==> src/hw/rtl/mm_pkg.sv <==
package mm_pkg;

    localparam int MAX_DIM       = 8;
    localparam int ELEMENT_WIDTH = 16;
    localparam int IDX_W         = $clog2(MAX_DIM);
    localparam int ADDR_W        = 2 * IDX_W;
    localparam int DIM_REG_W     = 4;
    localparam int PROD_W        = 2 * ELEMENT_WIDTH;
    localparam int SUM_W         = 35;
    localparam int CFG_IDX_W     = 2;
    localparam int ACTION_W      = 2;
    localparam int IN_FIELDS_W   = 2 * IDX_W + ELEMENT_WIDTH;
    localparam int IN_DATA_W     = ((IN_FIELDS_W + 7) / 8) * 8;
    localparam int OUT_FIELDS_W  = 2 * IDX_W + SUM_W;
    localparam int OUT_DATA_W    = ((OUT_FIELDS_W + 7) / 8) * 8;

    typedef logic [IDX_W-1:0]     idx_t;
    typedef logic [ADDR_W-1:0]    addr_t;
    typedef logic [DIM_REG_W-1:0] dim_reg_t;

    typedef enum logic [ACTION_W-1:0] {
        ACT_LOAD_LEFT  = 2'd0,
        ACT_LOAD_RIGHT = 2'd1,
        ACT_START      = 2'd2
    } action_t;

    typedef enum logic [CFG_IDX_W-1:0] {
        CFG_LEFT_ROWS  = 2'd0,
        CFG_INNER_SIZE = 2'd1,
        CFG_RIGHT_COLS = 2'd2
    } cfg_reg_t;

    typedef enum logic [1:0] {
        ST_IDLE,
        ST_MAC,
        ST_DRAIN
    } mm_state_t;

    // controller to datapath
    typedef struct packed {
        logic  wr_left;
        logic  wr_right;
        logic  issue;
        logic  first;
        addr_t left_addr;
        addr_t right_addr;
        logic  emit;
        idx_t  emit_row;
        idx_t  emit_col;
        logic  emit_last;
    } mm_cmd_t;

    // datapath to controller
    typedef struct packed {
        logic pipe_busy;
        logic out_free;
    } mm_status_t;

    // last index of a dimension, zero read as one, large values clipped
    function automatic idx_t dim_last(input dim_reg_t v);
        idx_t res;
        if (v == '0)
            res = '0;
        else if (int'(v) > MAX_DIM)
            res = IDX_W'(MAX_DIM - 1);
        else
            res = IDX_W'(v - 1'b1);
        return res;
    endfunction

endpackage

==> src/hw/rtl/mm_ctrl.sv <==
module mm_ctrl
    import mm_pkg::*;
(
    input  logic                 clk,
    input  logic                 rst_n,
    input  logic                 cfg_valid,
    input  logic [CFG_IDX_W-1:0] cfg_index,
    input  dim_reg_t             cfg_data,
    input  logic                 in_valid,
    input  logic [ACTION_W-1:0]  in_action,
    output logic                 in_ready,
    output mm_cmd_t              cmd,
    input  mm_status_t           st
);

    mm_state_t state_reg, state_next;
    dim_reg_t  rows_cfg_reg, inner_cfg_reg, cols_cfg_reg;
    idx_t      r_reg, r_next;
    idx_t      c_reg, c_next;
    idx_t      k_reg, k_next;
    idx_t      r_last, c_last, k_last;
    logic      in_xfer;
    logic      is_last;

    assign r_last = dim_last(rows_cfg_reg);
    assign k_last = dim_last(inner_cfg_reg);
    assign c_last = dim_last(cols_cfg_reg);

    always_ff @(posedge clk or negedge rst_n)
    begin
        if (!rst_n)
        begin
            rows_cfg_reg  <= DIM_REG_W'(MAX_DIM);
            inner_cfg_reg <= DIM_REG_W'(MAX_DIM);
            cols_cfg_reg  <= DIM_REG_W'(MAX_DIM);
        end
        else if (cfg_valid)
        begin
            case (cfg_reg_t'(cfg_index))
                CFG_LEFT_ROWS:  rows_cfg_reg  <= cfg_data;
                CFG_INNER_SIZE: inner_cfg_reg <= cfg_data;
                CFG_RIGHT_COLS: cols_cfg_reg  <= cfg_data;
                default:        ;
            endcase
        end
    end

    always_ff @(posedge clk or negedge rst_n)
    begin
        if (!rst_n)
        begin
            state_reg <= ST_IDLE;
            r_reg     <= '0;
            c_reg     <= '0;
            k_reg     <= '0;
        end
        else
        begin
            state_reg <= state_next;
            r_reg     <= r_next;
            c_reg     <= c_next;
            k_reg     <= k_next;
        end
    end

    assign in_ready = (state_reg == ST_IDLE);
    assign in_xfer  = in_valid && in_ready;
    assign is_last  = (r_reg == r_last) && (c_reg == c_last);

    always_comb
    begin
        state_next     = state_reg;
        r_next         = r_reg;
        c_next         = c_reg;
        k_next         = k_reg;
        cmd            = '0;
        cmd.left_addr  = {r_reg, k_reg};
        cmd.right_addr = {k_reg, c_reg};
        cmd.first      = (k_reg == '0);
        cmd.emit_row   = r_reg;
        cmd.emit_col   = c_reg;
        cmd.emit_last  = is_last;

        unique case (state_reg)
            ST_IDLE:
            begin
                if (in_xfer)
                begin
                    case (action_t'(in_action))
                        ACT_LOAD_LEFT:  cmd.wr_left  = 1'b1;
                        ACT_LOAD_RIGHT: cmd.wr_right = 1'b1;
                        ACT_START:
                        begin
                            r_next     = '0;
                            c_next     = '0;
                            k_next     = '0;
                            state_next = ST_MAC;
                        end
                        default:        ;
                    endcase
                end
            end
            ST_MAC:
            begin
                cmd.issue = 1'b1;
                if (k_reg == k_last)
                begin
                    k_next     = '0;
                    state_next = ST_DRAIN;
                end
                else
                begin
                    k_next = k_reg + 1'b1;
                end
            end
            ST_DRAIN:
            begin
                // wait for the last product to land in the accumulator and for the output register to be free
                if (!st.pipe_busy && st.out_free)
                begin
                    cmd.emit = 1'b1;
                    if (is_last)
                    begin
                        r_next     = '0;
                        c_next     = '0;
                        state_next = ST_IDLE;
                    end
                    else
                    begin
                        if (c_reg == c_last)
                        begin
                            c_next = '0;
                            r_next = r_reg + 1'b1;
                        end
                        else
                        begin
                            c_next = c_reg + 1'b1;
                        end
                        state_next = ST_MAC;
                    end
                end
            end
            default:
            begin
                state_next = ST_IDLE;
            end
        endcase
    end

endmodule

==> src/hw/rtl/mm_datapath.sv <==
module mm_datapath
    import mm_pkg::*;
(
    input  logic                            clk,
    input  logic                            rst_n,
    input  mm_cmd_t                         cmd,
    output mm_status_t                      st,
    input  idx_t                            wr_row,
    input  idx_t                            wr_col,
    input  logic signed [ELEMENT_WIDTH-1:0] wr_element,
    output logic                            out_valid,
    input  logic                            out_ready,
    output idx_t                            out_row,
    output idx_t                            out_col,
    output logic signed [SUM_W-1:0]         out_sum,
    output logic                            out_last
);

    logic signed [ELEMENT_WIDTH-1:0] left_mem  [MAX_DIM*MAX_DIM];
    logic signed [ELEMENT_WIDTH-1:0] right_mem [MAX_DIM*MAX_DIM];

    logic signed [ELEMENT_WIDTH-1:0] left_data_reg, right_data_reg;
    logic signed [PROD_W-1:0]        prod_reg;
    logic signed [PROD_W-1:0]        prod_next;
    logic signed [SUM_W-1:0]         acc_reg;
    logic signed [SUM_W-1:0]         prod_ext;
    logic                            v1_reg, first1_reg;
    logic                            v2_reg, first2_reg;
    logic                            out_valid_reg;
    idx_t                            out_row_reg, out_col_reg;
    logic signed [SUM_W-1:0]         out_sum_reg;
    logic                            out_last_reg;
    addr_t                           wr_addr;

    assign wr_addr = {wr_row, wr_col};

    always_ff @(posedge clk)
    begin
        if (cmd.wr_left)
            left_mem[wr_addr] <= wr_element;
        left_data_reg <= left_mem[cmd.left_addr];
    end

    always_ff @(posedge clk)
    begin
        if (cmd.wr_right)
            right_mem[wr_addr] <= wr_element;
        right_data_reg <= right_mem[cmd.right_addr];
    end

    assign prod_next = left_data_reg * right_data_reg;
    assign prod_ext  = {{(SUM_W-PROD_W){prod_reg[PROD_W-1]}}, prod_reg};

    always_ff @(posedge clk or negedge rst_n)
    begin
        if (!rst_n)
        begin
            v1_reg     <= 1'b0;
            first1_reg <= 1'b0;
            v2_reg     <= 1'b0;
            first2_reg <= 1'b0;
        end
        else
        begin
            v1_reg     <= cmd.issue;
            first1_reg <= cmd.first;
            v2_reg     <= v1_reg;
            first2_reg <= first1_reg;
        end
    end

    always_ff @(posedge clk)
    begin
        prod_reg <= prod_next;
        if (v2_reg)
            acc_reg <= first2_reg ? prod_ext : acc_reg + prod_ext;
    end

    always_ff @(posedge clk or negedge rst_n)
    begin
        if (!rst_n)
            out_valid_reg <= 1'b0;
        else if (cmd.emit)
            out_valid_reg <= 1'b1;
        else if (out_ready)
            out_valid_reg <= 1'b0;
    end

    always_ff @(posedge clk)
    begin
        if (cmd.emit)
        begin
            out_row_reg  <= cmd.emit_row;
            out_col_reg  <= cmd.emit_col;
            out_sum_reg  <= acc_reg;
            out_last_reg <= cmd.emit_last;
        end
    end

    assign st.pipe_busy = v1_reg || v2_reg;
    assign st.out_free  = !out_valid_reg || out_ready;

    assign out_valid = out_valid_reg;
    assign out_row   = out_row_reg;
    assign out_col   = out_col_reg;
    assign out_sum   = out_sum_reg;
    assign out_last  = out_last_reg;

endmodule

==> src/hw/rtl/matrix_multiply.sv <==
// channel  | direction | handshake            | payload
// s_*      | in        | s_tvalid / s_tready  | s_tdata: row, col, element; s_tuser: action
// m_*      | out       | m_tvalid / m_tready  | m_tdata: row, col, dot_sum; m_tlast: last
// cfg_*    | in        | cfg_valid / cfg_ready| cfg_index, cfg_data
//
// a start blocks the input until the last result is in the output register
// each result element issues one multiply-accumulate per cycle over the inner dimension,
// then waits for the memory read and multiplier stages to drain into the accumulator
// the output register frees the next result to be computed while one waits on m_tready
// async active-low reset; element stores are not cleared, so no startup pass is needed
module matrix_multiply
    import mm_pkg::*;
(
    input  logic                  clk,
    input  logic                  rst_n,
    input  logic                  s_tvalid,
    output logic                  s_tready,
    input  logic [IN_DATA_W-1:0]  s_tdata,   // row_index[2:0], col_index[5:3], element[21:6]
    input  logic [ACTION_W-1:0]   s_tuser,   // action[1:0]
    output logic                  m_tvalid,
    input  logic                  m_tready,
    output logic [OUT_DATA_W-1:0] m_tdata,   // out_row[2:0], out_col[5:3], dot_sum[40:6]
    output logic                  m_tlast,
    input  logic                  cfg_valid,
    output logic                  cfg_ready,
    input  logic [CFG_IDX_W-1:0]  cfg_index,
    input  dim_reg_t              cfg_data
);

    mm_cmd_t                         cmd;
    mm_status_t                      st;
    idx_t                            in_row, in_col;
    logic signed [ELEMENT_WIDTH-1:0] in_element;
    idx_t                            res_row, res_col;
    logic signed [SUM_W-1:0]         res_sum;

    assign in_row     = s_tdata[IDX_W-1:0];
    assign in_col     = s_tdata[2*IDX_W-1:IDX_W];
    assign in_element = s_tdata[IN_FIELDS_W-1:2*IDX_W];

    assign cfg_ready = 1'b1;

    mm_ctrl u_ctrl (
        .clk       (clk),
        .rst_n     (rst_n),
        .cfg_valid (cfg_valid),
        .cfg_index (cfg_index),
        .cfg_data  (cfg_data),
        .in_valid  (s_tvalid),
        .in_action (s_tuser),
        .in_ready  (s_tready),
        .cmd       (cmd),
        .st        (st)
    );

    mm_datapath u_datapath (
        .clk        (clk),
        .rst_n      (rst_n),
        .cmd        (cmd),
        .st         (st),
        .wr_row     (in_row),
        .wr_col     (in_col),
        .wr_element (in_element),
        .out_valid  (m_tvalid),
        .out_ready  (m_tready),
        .out_row    (res_row),
        .out_col    (res_col),
        .out_sum    (res_sum),
        .out_last   (m_tlast)
    );

    assign m_tdata = {{(OUT_DATA_W-OUT_FIELDS_W){1'b0}}, res_sum, res_col, res_row};

    // no input transfer while products are still in flight
    a_no_input_while_busy: assert property (
        @(posedge clk) disable iff (!rst_n)
        (s_tvalid && s_tready) |-> !st.pipe_busy
    ) else $error("input transfer with multiply pipeline busy");

    // a result is only loaded into a free output register
    a_emit_into_free: assert property (
        @(posedge clk) disable iff (!rst_n)
        cmd.emit |-> (!m_tvalid || m_tready)
    ) else $error("result overwrote a pending output transfer");

    // a start transfer closes the input for at least the next cycle
    a_start_blocks_input: assert property (
        @(posedge clk) disable iff (!rst_n)
        (s_tvalid && s_tready && (s_tuser == ACT_START)) |=> !s_tready
    ) else $error("input reopened right after start");

    // memory writes never overlap a multiply pass
    a_no_write_during_mac: assert property (
        @(posedge clk) disable iff (!rst_n)
        (cmd.wr_left || cmd.wr_right) |-> !cmd.issue && !st.pipe_busy
    ) else $error("store written during a multiply pass");

endmodule
==> config.mk <==
export PLATFORM = sky130hd
export DESIGN_NAME = matrix_multiply
export DESIGN_NICKNAME = d
export VERILOG_FILES = /design/src/hw/rtl/mm_pkg.sv /design/src/hw/rtl/mm_ctrl.sv /design/src/hw/rtl/mm_datapath.sv /design/src/hw/rtl/matrix_multiply.sv
export SDC_FILE = /design/constraint.sdc
export NUM_CORES = 2
export LEC_CHECK = 0
export ABC_AREA = 1
export BUFFER_PORTS_ARGS = -buffer_cell sky130_fd_sc_hd__buf_4
export CAP_MARGIN = 20
export CORE_UTILIZATION = 59
export DETAILED_ROUTE_END_ITERATION = 10
export GPL_TIMING_DRIVEN = 0
export PLACE_DENSITY = 0.75
export SETUP_SLACK_MARGIN = 0.05
export SLEW_MARGIN = 20
export SYNTH_ARGS = -nofsm -noshare
export SYNTH_HDL_FRONTEND = slang
export SYNTH_SLANG_ARGS = --single-unit
==> constraint.sdc <==
create_clock -name clk -period 7.5 [get_ports clk]
set_clock_uncertainty 0.15 [all_clocks]
set_input_delay 0.375 -clock clk [delete_from_list [all_inputs] [get_ports clk]]
set_output_delay 0.375 -clock clk [all_outputs]
set_load 0.01 [all_outputs]
-- Word-level counts from Yosys, hierarchy flattened
Memories as Yosys holds them, arrays and structs flattened. A register that Yosys moved wholly into a read port is not among the register bits.
Cells that the tools add are included.
- $add $sub $neg: 7
- $mul: 1
- divide/modulo/power cells: 0
- order comparisons: 3
- equality and inequality tests: 14
- shift-type cells: 0
- multiplexer cells: 38
- bitwise operators: 0
- reductions and logical operators: 24
- operators with widths (kind ; count):
    3-bit 2-to-1 mux ; 15
    35-bit by 32-bit adder with 35-bit output ; 1
    35-bit 2-to-1 mux ; 1
    16-bit by 16-bit multiplier with 32-bit output ; 1
    3-bit one-hot mux with 2 select lines ; 3
    4-bit > comparator (second input constant) ; 3
    4-bit logical NOT ; 3
    1-bit 2-to-1 mux ; 12
    2-bit 2-to-1 mux ; 6
    3-bit by 1-bit adder with 3-bit output (second input constant) ; 3
    3-bit == test ; 3
    3-bit by 1-bit subtractor with 3-bit output (second input constant) ; 3
    4-bit AND reduction ; 2
    2-bit by 1-bit == test with 1-bit output (second input constant) ; 3
    2-bit == test (second input constant) ; 3
    2-bit logical NOT ; 3
    2-bit one-hot mux with 3 select lines ; 1
    2-bit AND reduction ; 3
    2-bit nonzero test ; 3
    5-bit AND reduction ; 1
    2-bit by 1-bit inequality test with 1-bit output (second input constant) ; 2
    2-bit inequality test (second input constant) ; 2
    1-bit logical AND ; 3
    3-bit logical NOT ; 1
    4 further kinds ; 6
- flip-flop bits (word level): 137
- bits in latches: 0
- bits in writable memories: 2048
- ROM bits: 0
- input port bits: 37
- word-level logic and storage cells: 107
- memories kept: 2
- memory list (memory ; depth ; width ; rd ports ; clocked after Yosys merged registers in ; wr ports ; line ; RTL):
    u_datapath.left_mem ; 64 ; 16 ; 1 ; 1 ; 1 ; mm_datapath.sv:19 ; logic signed [ELEMENT_WIDTH-1:0] left_mem [MAX_DIM*MAX_DIM];
    u_datapath.right_mem ; 64 ; 16 ; 1 ; 1 ; 1 ; mm_datapath.sv:20 ; logic signed [ELEMENT_WIDTH-1:0] right_mem [MAX_DIM*MAX_DIM];

-- Depth between registers and ports, before layout
- word-level depth: 8
- gate-level depth with buffers: 28
- mapped depth without buffers: 26

-- Cells and area by module
A second synthesis with hierarchy kept.
- cells, all modules: 8809
- area, all modules: 100360.0 um2
- by module, submodules not included (module ; instances ; cells an instance ; area an instance (um2) ; sequential area each (um2)):
    mm_datapath ; 1 ; 8578 ; 98739.7 ; 65217.5
    mm_ctrl ; 1 ; 221 ; 1552.7 ; 579.3
    matrix_multiply ; 1 ; 10 ; 67.6 ; 0.0

-- Worst setup path before layout
OpenSTA, ideal clock, no wires.
- path type: flip-flop to flip-flop
- from: reg u_datapath.left_data_reg[15] (read register of u_datapath.left_mem)
- to: reg u_datapath.prod_reg[26]
- arrival time: 5501 ps
- data required time: 7278 ps
- path slack: 1778 ps
- cell stages (with the launch flop): 22
- path buffers: 1
- cell sequence: dfxtp_1 > clkbuf_1 > nand2_1 > inv_1 > fa_1 > fa_1 > inv_1 > fa_1 > fa_1 > inv_1 > fa_1 > inv_1 > fa_1 > inv_1 > ha_1 > nand2_1 > nor2_1 > inv_1 > nor3_1 > o21ai_0 > nand4_1 > xor2_1
- cells in the longest elaborated chain, start to end: 1
- RTL lines (what ; line ; RTL):
    from (decl) ; mm_datapath.sv:22 ; logic signed [ELEMENT_WIDTH-1:0] left_data_reg, right_data_reg;
    16-bit by 16-bit multiplier with 32-bit output ; mm_datapath.sv:51 ; assign prod_next = left_data_reg * right_data_reg;
    via u_datapath.prod_next[26] ; mm_datapath.sv:24 ; logic signed [PROD_W-1:0] prod_next;
    to (signal assigned) ; mm_datapath.sv:74 ; prod_reg <= prod_next;
    to (decl) ; mm_datapath.sv:23 ; logic signed [PROD_W-1:0] prod_reg;
The timed path passes the listed nets, and every way through them passes these cells.
A chain may end at the register's enable or synchronous reset.

-- Final worst setup path
- from: reg u_datapath.right_data_reg[5] (read register of u_datapath.right_mem)
- to: reg u_datapath.prod_reg[26]
- cells in the longest elaborated chain, start to end: 1
- RTL lines (what ; line):
    from (decl) ; mm_datapath.sv:22
    16-bit by 16-bit multiplier with 32-bit output ; mm_datapath.sv:51
    via u_datapath.prod_next[26] ; mm_datapath.sv:24
The timed path passes the listed nets, and every way through them passes these cells.

==> impl_metrics.env <==
export IMPL_status="completed"
export IMPL_final_core_util_pct=67.35
export IMPL_dr_pass1_iters=9
export IMPL_synth_cell_types=38
export IMPL_crit_path_max_fanout=10
export IMPL_port_buffers=78
export IMPL_synth_top_area_share_pct=64.02
export IMPL_maxCapViolCount=0
export IMPL_required_ps=8140
export IMPL_ys_seq_area_share_pct=66.01
export IMPL_drc_errors=0
export IMPL_yosys_area_share_simple_pct=13.10
export IMPL_maxSlewHeadroom_pct=15.98
export IMPL_hold_viol_final=0
export IMPL_synthXorXnorAreaFrac_pct=0.3954
export IMPL_overflow=0
export IMPL_crit_path_start_kind="flip-flop"
export IMPL_drt_initial_drc_count=12190
export IMPL_vias_per_cell=6.359
export IMPL_root_buffer="clkbuf_16"
export IMPL_synth_seq_cells=2217
export IMPL_htreeDepth=4
export IMPL_r2r_start="u_datapath.right_data_reg[5]"
export IMPL_grt_pass1_wl_mm=472.9
export IMPL_worstPathArrival_ps=7500
export IMPL_vias=73580
export IMPL_drt_wl_total_mm=335.2
export IMPL_syn_avg_cell_area_um2=11.40
export IMPL_yosys_top_cells_area="edfxtp_1, nand2_1, o21ai_0, fa_1, nor2_1"
export IMPL_critPathLaunch="u_datapath.right_data_reg[5]"
export IMPL_grt_pass1_vias=69900
export IMPL_worst_path_buf_inv=8
export IMPL_synth_top_cell_by_area="edfxtp_1"
export IMPL_final_cell_mix="edfxtp_1, nand2_1, nor2_1"
export IMPL_path_class="reg -> reg"
export IMPL_finalCriticalPeriod_ps=6856
export IMPL_cts_tree="built"
export IMPL_clockBufferDepth=3
export IMPL_top_regs="u_datapath.left_mem: 1024 flops, u_datapath.right_mem: 1024 flops"
export IMPL_synth_compound_area_share_pct=9.111
export IMPL_core_area_um2=167400
export IMPL_post_drt_wl_per_cell_um=28.97
export IMPL_finalSetupTns_ps=0
export IMPL_chipWidth_um=413.0
export IMPL_synth_top_family_by_area="simple AND/OR/NAND/NOR gates"
export IMPL_cp_end_kind="flip-flop"
export IMPL_numCtsBuffers=211
export IMPL_clock_latency_ps=890
export IMPL_row_count=150
export IMPL_drv_slew=0
export IMPL_final_common_cell="edfxtp_1"
export IMPL_worstMarginPinSlew_ps=1251
export IMPL_area_delta_synth_final_pct=13.11
export IMPL_syn_cell_area_um2=99680
export IMPL_synth_warning_count=0
export IMPL_fmax_ghz=0.1458
export IMPL_setup_viol=0
export IMPL_post_cts_buffers=0
export IMPL_layout_drive_gt1_share_pct=8.394
export IMPL_hp_start="s_tdata[4]"
export IMPL_fin_nets=9599
export IMPL_rsz0062_at_grt="no"
export IMPL_ios=89
export IMPL_path_clk_slew_ps=60
export IMPL_cp_top_family="adder cells"
export IMPL_antenna_found_initial=14
export IMPL_grt_max_degree=85
export IMPL_min_path_type="in -> reg"
export IMPL_fp_dieH_um=413.0
export IMPL_grt_usage_pct=38.98
export IMPL_post_route_period_util_pct=91.42
export IMPL_syn_inst=8741
export IMPL_cpPeakStageDelay_ps=800
export IMPL_die_area_um2=170600
export IMPL_drtAntennaViolNets=0
export IMPL_muxShareOfSynthArea_pct=0
export IMPL_dp_hpwl_mm=232.0
export IMPL_gp_congestion=1.044
export IMPL_crit_chain="clkbuf_1 -> clkbuf_1 -> nand2_1 -> fa_1 -> inv_1 -> fa_1 -> inv_1 -> fa_1 -> fa_1 -> inv_1 -> fa_1 -> inv_1 -> fa_1 -> inv_1 -> ha_1 -> nand2_1 -> nor2_1 -> inv_1 -> nor3_1 -> o21ai_0 -> nand4_1 -> xor2_1"
export IMPL_cts_sinks=2217
export IMPL_synthAdderAreaFrac_pct=6.826
export IMPL_worst_path_max_delay_cell="fa_1"
export IMPL_start_util_pct=59.54
[worst reg2reg max path: cells and delay by family, from the launching register on]
family | cells | cell delay, ps
compound gates | 1 | 150
flops | 1 | 300
simple gates | 5 | 910
buf+inv | 8 | 1380
fa+ha+maj | 7 | 3750
xor+xnor | 1 | 160
[final cells by class]
cell class,count,area (um2)
flip-flops and latches,2217,65800
diodes,16,40.04
clock buffers,268,5555
inverters,584,2195
fillers,11940,54660
well taps,2204,2758
clock inverters,121,1255
plain buffers,528,2345
repair buffers,216,2741
multi-input cells,5418,30060
[final timing paths]
path | end | slack, ps | depth (start not counted)
worst max-delay path | u_datapath.prod_reg[26] | 640 | 22
worst min-delay path | u_datapath.right_mem[4][3] | 30 | 4
worst max register to register | u_datapath.prod_reg[26] | 640 | 22
worst min register to register | u_datapath.first2_reg | 200 | 0
max in group asynchronous | u_datapath.v2_reg | 6560 | 4
min in group asynchronous | u_ctrl.c_reg[0] | 460 | 4
[metrics by stage]
stage               setup slack, ps  hold slack [ps]  area (um2)  instances
floorplan                      1778           -70.59       99700       8747
global placement              790.8            159.5      103000      11030
detailed placement            687.8            166.9      105500      11130
CTS                           686.1            2.383      112700      11560
global route                  315.1            36.75      112700      11560
finish                        643.6            34.28      112700      11570
[kinds of logic (layout without fill, tap and decap cells)]
group | after synthesis | in the layout
buffers and inverters | 1112 | 1717
adder cells (fa/ha/maj) | 386 | 386
AND/OR/NAND/NOR | 3301 | 3301
flip-flops | 2217 | 2217
AO/OA/AOI/OAI | 1678 | 1678
XOR/XNOR | 45 | 45
other | 2 | 24
[per-layer routing]
layer | global-route usage, % | vias to the layer above | part of all wire, %
met2 | 58.21 | 5736 | 44
met5 | 0 | - | 0.011
met3 | 10.91 | 979 | 14
met4 | 19.98 | 6 | 5.8
li1 | - | 31300 | -
met1 | 52.51 | 35560 | 36
[synthesized netlist by cell type]
cell	n
buf_6	14
o31ai_1	3
nand3b_1	9
buf_8	1
fa_1	263
xor2_1	31
o21bai_1	13
clkinv_1	1
dfstp_2	3
buf_1	40
buf_4	29
conb_1	2
dfxtp_1	64
or2_2	15
nand2b_1	1
buf_2	103
nand4_1	19
nand3_1	403
nand2_1	1575
edfxtp_1	2125
xnor2_1	14
a21o_1	6
o21ai_0	1063
dfrtp_1	25
clkbuf_1	341
o21a_1	1
and3_1	2
ha_1	123
a21oi_1	88
inv_2	3
o21ai_1	4
nor3_1	30
a31oi_1	4
nor2_1	1246
o22ai_1	496
inv_4	1
inv_1	579
nor4_1	1
[what timing repair did]
action	CTS	global route
resized for setup	0	0
hold buffers	36	0
hold endpoints to repair	1001	0
Power is not shown: default switching activity piles up to over one toggle a cycle in this logic, so the estimate is an artifact.
